`config.mk`:
```
export PLATFORM = sky130hd
export DESIGN_NAME = rssi_histogram_vacancy_core
export DESIGN_NICKNAME = d
export VERILOG_FILES = /design/src/hw/rtl/rhv_pkg.sv /design/src/hw/rtl/rhv_bin_ram.sv /design/src/hw/rtl/rhv_count_unit.sv /design/src/hw/rtl/rssi_histogram_vacancy_core.sv
export SDC_FILE = /design/constraint.sdc
export NUM_CORES = 2
export LEC_CHECK = 0
export ABC_AREA = 1
export ABC_CLOCK_PERIOD_IN_PS = 13700
export BUFFER_PORTS_ARGS = -buffer_cell sky130_fd_sc_hd__buf_2
export CORE_MARGIN = 3
export CORE_UTILIZATION = 50
export CTS_BUF_LIST = sky130_fd_sc_hd__clkbuf_8
export DETAILED_ROUTE_END_ITERATION = 6
export PLACE_DENSITY = 0.78
export SETUP_SLACK_MARGIN = 0.2
export SLEW_MARGIN = 20
export SYNTH_ARGS = -nofsm -noshare
export SYNTH_HDL_FRONTEND = slang
export SYNTH_HIERARCHICAL = 1
export SYNTH_SLANG_ARGS = --single-unit
```
`constraint.sdc`:
```
create_clock -name clk -period 13.7 [get_ports clk]
set_input_delay 0.685 -clock clk [delete_from_list [all_inputs] [get_ports clk]]
set_output_delay 0.685 -clock clk [all_outputs]
set_load 0.01 [all_outputs]
```
`src/hw/rtl/rhv_pkg.sv`:
```
package rhv_pkg;

    localparam int NUM_BINS    = 100;
    localparam int RAW_OFFSET  = 55;
    localparam int DBM_AT_BIN0 = -100;
    localparam int CNT_W       = 24;
    localparam int ADDR_W      = $clog2(NUM_BINS);
    localparam int CFG_IDX_W   = 1;

    localparam logic [CNT_W-1:0] CNT_MAX = {CNT_W{1'b1}};

    localparam logic [1:0] ACT_SAMPLE = 2'd0;
    localparam logic [1:0] ACT_READ   = 2'd1;
    localparam logic [1:0] ACT_CLEAR  = 2'd2;

    localparam logic [CFG_IDX_W-1:0] CFG_THRESHOLD   = 1'b0;
    localparam logic [CFG_IDX_W-1:0] CFG_SCAN_LENGTH = 1'b1;

    typedef struct packed {
        logic [1:0]        action;
        logic signed [7:0] rssi_raw;
        logic [6:0]        bin_index;
    } cmd_t;

    typedef struct packed {
        logic [CNT_W-1:0] bin_count;
        logic             bin_nonzero;
        logic [CNT_W-1:0] vacancy_count;
        logic [CNT_W-1:0] samples_taken;
        logic             scan_done;
        logic [CNT_W-1:0] dropped_count;
    } rsp_t;

    typedef struct packed {
        logic              we;
        logic [ADDR_W-1:0] addr;
        logic [CNT_W-1:0]  data;
    } bin_wr_t;

    function automatic logic signed [9:0] bin_of(input logic signed [7:0] raw);
        return 10'(raw) + 10'(RAW_OFFSET);
    endfunction

    function automatic logic bin_in_range(input logic signed [9:0] b);
        return (b >= 0) && (b < NUM_BINS);
    endfunction

    function automatic logic [ADDR_W-1:0] cmd_addr(input cmd_t c);
        logic signed [9:0] b;
        b = bin_of(c.rssi_raw);
        return (c.action == ACT_READ) ? ADDR_W'(c.bin_index) : ADDR_W'(b);
    endfunction

    function automatic logic [CNT_W-1:0] sat_inc(input logic [CNT_W-1:0] v);
        return (v == CNT_MAX) ? CNT_MAX : v + 1'b1;
    endfunction

endpackage

```
`src/hw/rtl/rhv_bin_ram.sv`:
```
module rhv_bin_ram #(
    parameter int DEPTH = 100,
    parameter int WIDTH = 24,
    parameter int AW    = $clog2(DEPTH)
) (
    input  logic             clk,
    input  logic             re,
    input  logic [AW-1:0]    raddr,
    output logic [WIDTH-1:0] rdata,
    input  logic             we,
    input  logic [AW-1:0]    waddr,
    input  logic [WIDTH-1:0] wdata
);

    logic [WIDTH-1:0] mem [DEPTH];

    always_ff @(posedge clk)
    begin
        if (re)
        begin
            rdata <= mem[raddr];
        end
        if (we)
        begin
            mem[waddr] <= wdata;
        end
    end

endmodule

```
`src/hw/rtl/rhv_count_unit.sv`:
```
module rhv_count_unit (
    input  logic                         clk,
    input  logic                         rst_n,
    input  logic                         fire,
    input  rhv_pkg::cmd_t                cmd,
    input  logic [rhv_pkg::CNT_W-1:0]    rdata,
    output rhv_pkg::bin_wr_t             wr,
    output rhv_pkg::rsp_t                rsp,
    input  logic                         cfg_we,
    input  logic [rhv_pkg::CFG_IDX_W-1:0] cfg_index,
    input  logic [rhv_pkg::CNT_W-1:0]    cfg_data
);
    import rhv_pkg::*;

    logic [NUM_BINS-1:0] bin_valid_reg, bin_valid_next;
    logic                fwd_valid_reg;
    logic [ADDR_W-1:0]   fwd_addr_reg;
    logic [CNT_W-1:0]    fwd_data_reg;
    logic [CNT_W-1:0]    vacant_reg, vacant_next;
    logic [CNT_W-1:0]    accepted_reg, accepted_next;
    logic [CNT_W-1:0]    dropped_reg, dropped_next;
    logic signed [7:0]   threshold_reg;
    logic [CNT_W-1:0]    scan_length_reg;

    logic signed [9:0]   bin;
    logic signed [9:0]   dbm;
    logic                bin_ok;
    logic                idx_ok;
    logic [ADDR_W-1:0]   addr;
    logic                hit_ok;
    logic [CNT_W-1:0]    stored;
    logic                full;
    logic                take;
    logic                do_clear;

    assign bin    = bin_of(cmd.rssi_raw);
    assign dbm    = bin + 10'(DBM_AT_BIN0);
    assign bin_ok = bin_in_range(bin);
    assign idx_ok = 32'(cmd.bin_index) < NUM_BINS;
    assign addr   = cmd_addr(cmd);
    assign hit_ok = (cmd.action == ACT_READ) ? idx_ok : bin_ok;

    always_comb
    begin
        stored = '0;
        if (hit_ok && bin_valid_reg[addr])
        begin
            stored = (fwd_valid_reg && fwd_addr_reg == addr) ? fwd_data_reg : rdata;
        end
    end

    assign full     = accepted_reg >= scan_length_reg;
    assign take     = fire && cmd.action == ACT_SAMPLE && !full;
    assign do_clear = fire && cmd.action == ACT_CLEAR;

    assign wr.we   = take && bin_ok;
    assign wr.addr = addr;
    assign wr.data = sat_inc(stored);

    always_comb
    begin
        bin_valid_next = bin_valid_reg;
        vacant_next    = vacant_reg;
        accepted_next  = accepted_reg;
        dropped_next   = dropped_reg;
        if (do_clear)
        begin
            bin_valid_next = '0;
            vacant_next    = '0;
            accepted_next  = '0;
            dropped_next   = '0;
        end
        else if (take)
        begin
            accepted_next = sat_inc(accepted_reg);
            if (!bin_ok)
            begin
                dropped_next = sat_inc(dropped_reg);
            end
            else
            begin
                bin_valid_next[addr] = 1'b1;
                if (dbm < 10'(threshold_reg))
                begin
                    vacant_next = sat_inc(vacant_reg);
                end
            end
        end
    end

    assign rsp.bin_count     = stored;
    assign rsp.bin_nonzero   = stored != '0;
    assign rsp.vacancy_count = vacant_reg;
    assign rsp.samples_taken = accepted_reg;
    assign rsp.scan_done     = full;
    assign rsp.dropped_count = dropped_reg;

    always_ff @(posedge clk or negedge rst_n)
    begin
        if (!rst_n)
        begin
            bin_valid_reg   <= '0;
            fwd_valid_reg   <= 1'b0;
            vacant_reg      <= '0;
            accepted_reg    <= '0;
            dropped_reg     <= '0;
            threshold_reg   <= -8'sd77;
            scan_length_reg <= CNT_W'(2000000);
        end
        else
        begin
            bin_valid_reg <= bin_valid_next;
            vacant_reg    <= vacant_next;
            accepted_reg  <= accepted_next;
            dropped_reg   <= dropped_next;
            if (do_clear)
            begin
                fwd_valid_reg <= 1'b0;
            end
            else if (wr.we)
            begin
                fwd_valid_reg <= 1'b1;
            end
            if (cfg_we)
            begin
                unique case (cfg_index)
                    CFG_THRESHOLD:   threshold_reg   <= cfg_data[7:0];
                    CFG_SCAN_LENGTH: scan_length_reg <= cfg_data;
                    default: ;
                endcase
            end
        end
    end

    always_ff @(posedge clk)
    begin
        if (wr.we)
        begin
            fwd_addr_reg <= wr.addr;
            fwd_data_reg <= wr.data;
        end
    end

endmodule

```
`src/hw/rtl/rssi_histogram_vacancy_core.sv`:
```
// channel | dir | handshake           | payload
// cmd     | in  | cmd_valid/cmd_stall | cmd   (action, rssi_raw, bin_index)
// rsp     | out | rsp_valid/rsp_stall | rsp   (bin and scan counters, read only)
// cfg     | in  | cfg_we              | cfg_index, cfg_data
//
// One command per cycle sustained while cmd_stall is low; a read is held in s1, then its result in rsp_reg.
// Bin RAM read is issued at transfer, update and write-back follow from the s1 register;
// a one-entry write forward covers back-to-back hits on the same bin.
// Clear drops the per-bin valid flops, no RAM sweep.
// Reset clears the counters and valid flops, loads threshold -77 dBm and length 2000000.
// cmd_stall rises only while a read result waits on a stalled rsp.
module rssi_histogram_vacancy_core (
    input  logic                          clk,
    input  logic                          rst_n,
    input  logic                          cmd_valid,
    output logic                          cmd_stall,
    input  rhv_pkg::cmd_t                 cmd,
    output logic                          rsp_valid,
    input  logic                          rsp_stall,
    output rhv_pkg::rsp_t                 rsp,
    input  logic                          cfg_we,
    input  logic [rhv_pkg::CFG_IDX_W-1:0] cfg_index,
    input  logic [rhv_pkg::CNT_W-1:0]     cfg_data
);
    import rhv_pkg::*;

    logic             s1_valid_reg;
    cmd_t             s1_cmd_reg;
    logic             rsp_valid_reg;
    rsp_t             rsp_reg;
    logic             blocked;
    logic             accept;
    logic             fire;
    logic [CNT_W-1:0] rdata;
    bin_wr_t          wr;
    rsp_t             result;

    assign blocked   = s1_valid_reg && s1_cmd_reg.action == ACT_READ
                       && rsp_valid_reg && rsp_stall;
    assign cmd_stall = blocked;
    assign accept    = cmd_valid && !blocked;
    assign fire      = s1_valid_reg && !blocked;
    assign rsp_valid = rsp_valid_reg;
    assign rsp       = rsp_reg;

    rhv_bin_ram #(
        .DEPTH (NUM_BINS),
        .WIDTH (CNT_W)
    ) u_ram (
        .clk   (clk),
        .re    (accept),
        .raddr (cmd_addr(cmd)),
        .rdata (rdata),
        .we    (wr.we),
        .waddr (wr.addr),
        .wdata (wr.data)
    );

    rhv_count_unit u_count (
        .clk       (clk),
        .rst_n     (rst_n),
        .fire      (fire),
        .cmd       (s1_cmd_reg),
        .rdata     (rdata),
        .wr        (wr),
        .rsp       (result),
        .cfg_we    (cfg_we),
        .cfg_index (cfg_index),
        .cfg_data  (cfg_data)
    );

    always_ff @(posedge clk or negedge rst_n)
    begin
        if (!rst_n)
        begin
            s1_valid_reg  <= 1'b0;
            rsp_valid_reg <= 1'b0;
        end
        else
        begin
            if (!blocked)
            begin
                s1_valid_reg <= cmd_valid;
            end
            if (fire && s1_cmd_reg.action == ACT_READ)
            begin
                rsp_valid_reg <= 1'b1;
            end
            else if (!rsp_stall)
            begin
                rsp_valid_reg <= 1'b0;
            end
        end
    end

    always_ff @(posedge clk)
    begin
        if (accept)
        begin
            s1_cmd_reg <= cmd;
        end
        if (fire && s1_cmd_reg.action == ACT_READ)
        begin
            rsp_reg <= result;
        end
    end

endmodule

```
# ---- After elaboration in Yosys (flattened, before gate mapping)
# Memories as Yosys holds them, arrays and structs flattened. A register that Yosys moved wholly into a read port is not among the register bits.
# Index checks and enable logic that the tools add are counted.
dict set report word_totals {
  reg_bits 353
  ramBits 2400
  inputBits 47
  output_inout_bits 100
  elab_cells 105
  memories 1
}
dict set report op_classes {
  add_sub_neg 7
  n_lt_le_gt_ge 7
  n_eq_ne 10
  n_mux 31
  bitwise 2
  reduce_logical 27
}
# memory words width read_ports rd_clocked_by_memory_dff wr line_no
set memory_table {}
lappend memory_table {u_ram.mem 100 24 1 1 1 rhv_bin_ram.sv:15} ;# logic [WIDTH-1:0] mem [DEPTH];
# operator count
set ops {}
lappend ops {{24-bit two-way mux} 15}
lappend ops {{100-bit two-way mux} 3}
lappend ops {{100-bit OR} 1}
lappend ops {{24-bit by 1-bit adder with 24-bit output (second input constant)} 4}
lappend ops {{24-bit == test (second input constant)} 4}
lappend ops {{24-bit >= comparator} 1}
lappend ops {{24-bit nonzero test} 1}
lappend ops {{1-bit logical AND} 14}
lappend ops {{7-bit two-way mux} 2}
lappend ops {{9-bit by 8-bit adder with 10-bit output (second input constant)} 1}
lappend ops {{10-bit by 8-bit < comparator with 1-bit output} 1}
lappend ops {{8-bit by 7-bit adder with 9-bit output (second input constant)} 1}
lappend ops {{9-bit by 1-bit >= comparator with 1-bit output (second input constant)} 1}
lappend ops {{9-bit by 8-bit < comparator with 1-bit output (second input constant)} 1}
lappend ops {{1-bit two-way mux} 9}
lappend ops {{7-bit by 8-bit < comparator with 1-bit output (second input constant)} 1}
lappend ops {{2-bit AND reduction} 4}
lappend ops {{2-bit nonzero test} 4}
lappend ops {{7-bit adder (second input constant)} 1}
lappend ops {{1-bit binary-select mux with 7-bit select} 1}
lappend ops {{1-bit demux with 7-bit select} 1}
lappend ops {{7-bit == test} 1}
lappend ops {{7-bit by 1-bit >= comparator with 1-bit output (second input constant)} 1}
lappend ops {{7-bit < comparator (second input constant)} 1}
lappend ops {{other kinds (8)} 10}

# ---- Logic depth before layout (Yosys ltp)
dict set report depth {
  word_depth 11
  depth_mapped 31
  mapped_depth_nobuf 27
}

# ---- Cells and area by module
# The synthesis kept the hierarchy.
# module n_inst cells_per_inst area_per_inst_um2 seq_area_each_um2
set modules_own_cells {}
lappend modules_own_cells {rhv_bin_ram 1 8019 97437.2 72789.8}
lappend modules_own_cells {rhv_count_unit 1 2005 14482.6 6075.8}
lappend modules_own_cells {rssi_histogram_vacancy_core 1 169 3763.6 3503.4}

# ---- Worst setup path before layout
# No wires, ideal clock.
dict set report synth_timing {
  kind {register -> register}
  from {register u_count.scan_length_reg[17]}
  to {memory u_ram.mem[57][0] (enable)}
  arrival_ns 6.161
  t_required_ns 13.234
  setup_slack_ns 7.073
  path_stages_with_launch 19
  n_path_buf 4
  period_less_slack_ns 6.627
  path_cell_list {dfstp_2 -> inv_1 -> ha_1 -> nand2_1 -> inv_1 -> o21ai_0 -> a21oi_1 -> nor2_1 -> nand2_1 -> a31oi_1 -> and3_1 -> clkbuf_1 -> nand2_1 -> clkbuf_1 -> inv_2 -> buf_1 -> clkbuf_1 -> nand3_1 -> nor4_1}
}
# element line_no
set synth_rtl {}
lappend synth_rtl {{start, declared} rhv_count_unit.sv:23} ;# logic [CNT_W-1:0] scan_length_reg;
lappend synth_rtl {{start signal, assigned} rhv_count_unit.sv:128} ;# CFG_SCAN_LENGTH: scan_length_reg <= cfg_data;
lappend synth_rtl {{end, declared} rhv_bin_ram.sv:15}

==> flow_summary.json <==
{
  "layout-drive-gt1-share": 0.0977,
  "seq_area_frac_synth": 0.712,
  "gp_routability_congestion": 0.916,
  "status": "finished, final reports clean",
  "synth_edf_count": 2570,
  "finalHoldViolCount": 0,
  "synth_cell_types": 52,
  "overflow": 0,
  "synth_commonest_cells": "nand2_1, edfxtp_1, nand3_1",
  "syn_area_mm2": 0.116,
  "drv_slew": 0,
  "placedCellCount": 12942,
  "ctsHoldBuffers": 45,
  "die_h_um": 487,
  "r2r-start": "s1_cmd_reg[15]$_DFFE_PP_",
  "syn_nets": 10282,
  "antenna_found_initial": 17,
  "cts_buffer_depth": 4,
  "grt_use_met2": 0.416,
  "cts_buffers": 430,
  "finalSetupViolations": 0,
  "cts-root-buf": "clkbuf_8",
  "htree_levels": 5,
  "power_leakage_nw": 47.7,
  "placementRows": 175,
  "worstSetupEndpointType": "register",
  "initial_utilization": 0.506,
  "route.detailed.drc": 0,
  "skew_ps": 84.7,
  "p_sw_mw": 4.86,
  "gr-usage-met1": 0.360,
  "cts.clk_slew.worst_paths_ps": 70,
  "area_growth_pct": 10.3,
  "r2r_slack_ps": 6800,
  "nets": 10505,
  "synth_most_common_cell": "nand2_1",
  "syn_avg_cell_area_um2": 11.3,
  "timing.fmax_mhz": 145,
  "fillers": 17958,
  "die_x_um": 487,
  "tightestPinTransition_ps": 1310,
  "final.setup.worst_slack_ps": 6800,
  "grt_max_degree": 345,
  "fin_cells": 13745,
  "rsz0062_at_grt": "false",
  "holdWs_ps": 112,
  "hp-class": "in2async",
  "dr_total_vias": 82235,
  "tns_ps": 0,
  "worstSetupStartpointType": "register",
  "die_area_mm2": 0.237,
  "hpwl_mm": 178,
  "worst_ep_required_time_ps": 14450,
  "postRouteAntennaNets": 0,
  "pwr-share-comb": 0.121,
  "clock_latency_ps": 1100,
  "cts_setup_buffers": 0,
  "power_switching_share": 0.269,
  "vdd_ir_drop_max_v": 0.0000956,
  "cts_sinks": 2777,
  "drt-pass1-iter-count": 6,
  "reg2reg_to": "u_ram/mem[98][19]$_DFFE_PP_",
  "wire_per_inst_um": 23.8,
  "powerDensity_mw_per_mm2": 142,
  "ys_ff_latch": 2777,
  "worstPathArrival_ps": 7660,
  "dp_worst_setup_slack_ps": 6960,
  "synth_top_cell_area_share": 0.667,
  "syn_inst": 10193,
  "r2r_cells": 26,
  "cts_repair_resize_count": 0,
  "core-area_mm2": 0.229,
  "drt_wl_total_mm": 327,
  "worstSetupPathType": "reg2reg",
  "io_pins": 147,
  "yosys.area.top_type": "edfxtp_1",
  "grt_pass1_wl_mm": 483,
  "postSynth.asyncResetShare": 0.0745,
  "fin_crit_ps": 6900,
  "seqPwrFrac": 0.532,
  "maxCapViolations": 0,
  "yosys_most_used_dff": "edfxtp_1",
  "vias_per_cell": 5.98,
  "yosys-top-cells-area": "edfxtp_1, nand2_1, nand3_1, dfrtp_1, buf_2",
  "grt_use_total": 0.269,
  "cts_tree": "yes",
  "maxSlewHeadroom": 0.128,
  "crit_fanout": 84,
  "fin_crit_sh": 0.504,
  "synth_warnings": 6,
  "largest_reg_flops": 2400,
  "drt_iter0_markers": 12780,
  "busiest_layer": "met2",
  "pwr-share-clk": 0.347,
  "grtUsageMet3": 0.0705,
  "grt_pass1_vias": 78664,
  "internal-power_mw": 13.2,
  "finalPower_mw": 18.1,
  "io_buffers": 146
}
how the worst max path moves through the flow:
| stage | startpoint | to |
|---|---|---|
| detailed placement | s1_cmd_reg[15]$_DFFE_PP_ | u_ram/mem[93][19]$_DFFE_PP_ |
| CTS | s1_cmd_reg[15]$_DFFE_PP_ | u_ram/mem[98][19]$_DFFE_PP_ |
| global placement | s1_cmd_reg[15]$_DFFE_PP_ | u_ram/mem[90][19]$_DFFE_PP_ |
| finish | s1_cmd_reg[15]$_DFFE_PP_ | u_ram/mem[98][19]$_DFFE_PP_ |
| floorplan | u_count/scan_length_reg[17]$_DFFE_PN1P_ | u_ram/mem[57][0]$_DFFE_PP_ |
| global route | s1_cmd_reg[15]$_DFFE_PP_ | u_ram/mem[99][19]$_DFFE_PP_ |
layout make-up:
type | instances | area (µm²) | area share
inverter | 356 | 1400 | 0.0110
clock inverter | 288 | 1370 | 0.0107
antenna | 14 | 35.0 | 0.000275
timing repair buffer | 389 | 2950 | 0.0231
sequential | 2777 | 82400 | 0.646
multi-input combinational | 6462 | 29500 | 0.231
clock buffer | 450 | 6190 | 0.0485
tap | 3009 | 3760 | 0.0295
worst max-delay path: stages, from the launching register on:
cell and delay (ps):
edfxtp_1 510, nand2_4 240, nand2_2 100, nand2_2 70, buf_4 620, o21ai_0 190
nand2_1 90, nand2_1 70, o21ai_0 180, nand2_1 100, inv_1 60, nand2_1 40
nand2_1 60, nand2_1 100, nor2_4 90, buf_4 380, nand2_1 150, inv_1 190
ha_1 260, inv_1 110, nor2_4 220, inv_2 70, nor2_2 190, nand3_2 610
buf_4 520, nand3_4 530, buf_4 650
power by group through the flow:
stage / Sequential, mW / Clock [mW] / Combinational (mW)
2_1_floorplan: 9.79 / 0 / 1.29
3_3_place_gp: 9.78 / 0 / 2.04
3_5_place_dp: 9.78 / 0 / 2.09
4_1_cts: 9.61 / 6.31 / 2.11
5_1_grt: 9.60 / 6.70 / 2.33
6_report: 9.61 / 6.26 / 2.19
kinds of logic after synthesis:
group | Yosys count | share of synthesized area
AND/OR/NAND/NOR | 5886 | 0.218
flip-flops | 2777 | 0.712
buffers and inverters | 954 | 0.0386
AO/OA/AOI/OAI | 495 | 0.0236
adder cells (fa/ha/maj) | 42 | 0.00454
XOR/XNOR | 39 | 0.00295
metrics by stage:
| stage | instance area [µm²] | utilization |
|---|---|---|
| 2_1_floorplan | 116000 | - |
| 3_3_place_gp | 119000 | 0.521 |
| 3_5_place_dp | 119000 | 0.521 |
| 4_1_cts | 127000 | 0.556 |
| 5_1_grt | 128000 | 0.557 |
| 6_report | 128000 | 0.558 |
layout by cell type (no fill, tap or decap), types with 9 or more instances in the layout:
master / n
nor2_1: 239
nand2_1: 3193
nor2_2: 98
inv_1: 473
buf_4: 173
nor3_1: 43
a221o_1: 16
dfstp_2: 12
ha_1: 42
diode_2: 14
dlygate4sd3_1: 45
clkinv_2: 38
o22ai_1: 28
buf_12: 11
clkinv_1: 101
a21oi_1: 155
edfxtp_1: 2570
inv_2: 12
a31oi_1: 15
nand4_1: 30
buf_6: 9
o21ai_0: 212
buf_2: 145
nor2_4: 14
nand3_4: 21
nand2_2: 11
xor2_1: 38
nand3_1: 2202
clkbuf_8: 451
o21ai_1: 26
dfrtp_1: 195
metal layers:
layer | part of all wire | routed length (µm)
met3 | 0.14 | 45000
met1 | 0.36 | 119000
met4 | 0.043 | 14100
met5 | 0.00014 | 47
met2 | 0.46 | 149000
Power figures use the tool's default switching activity.
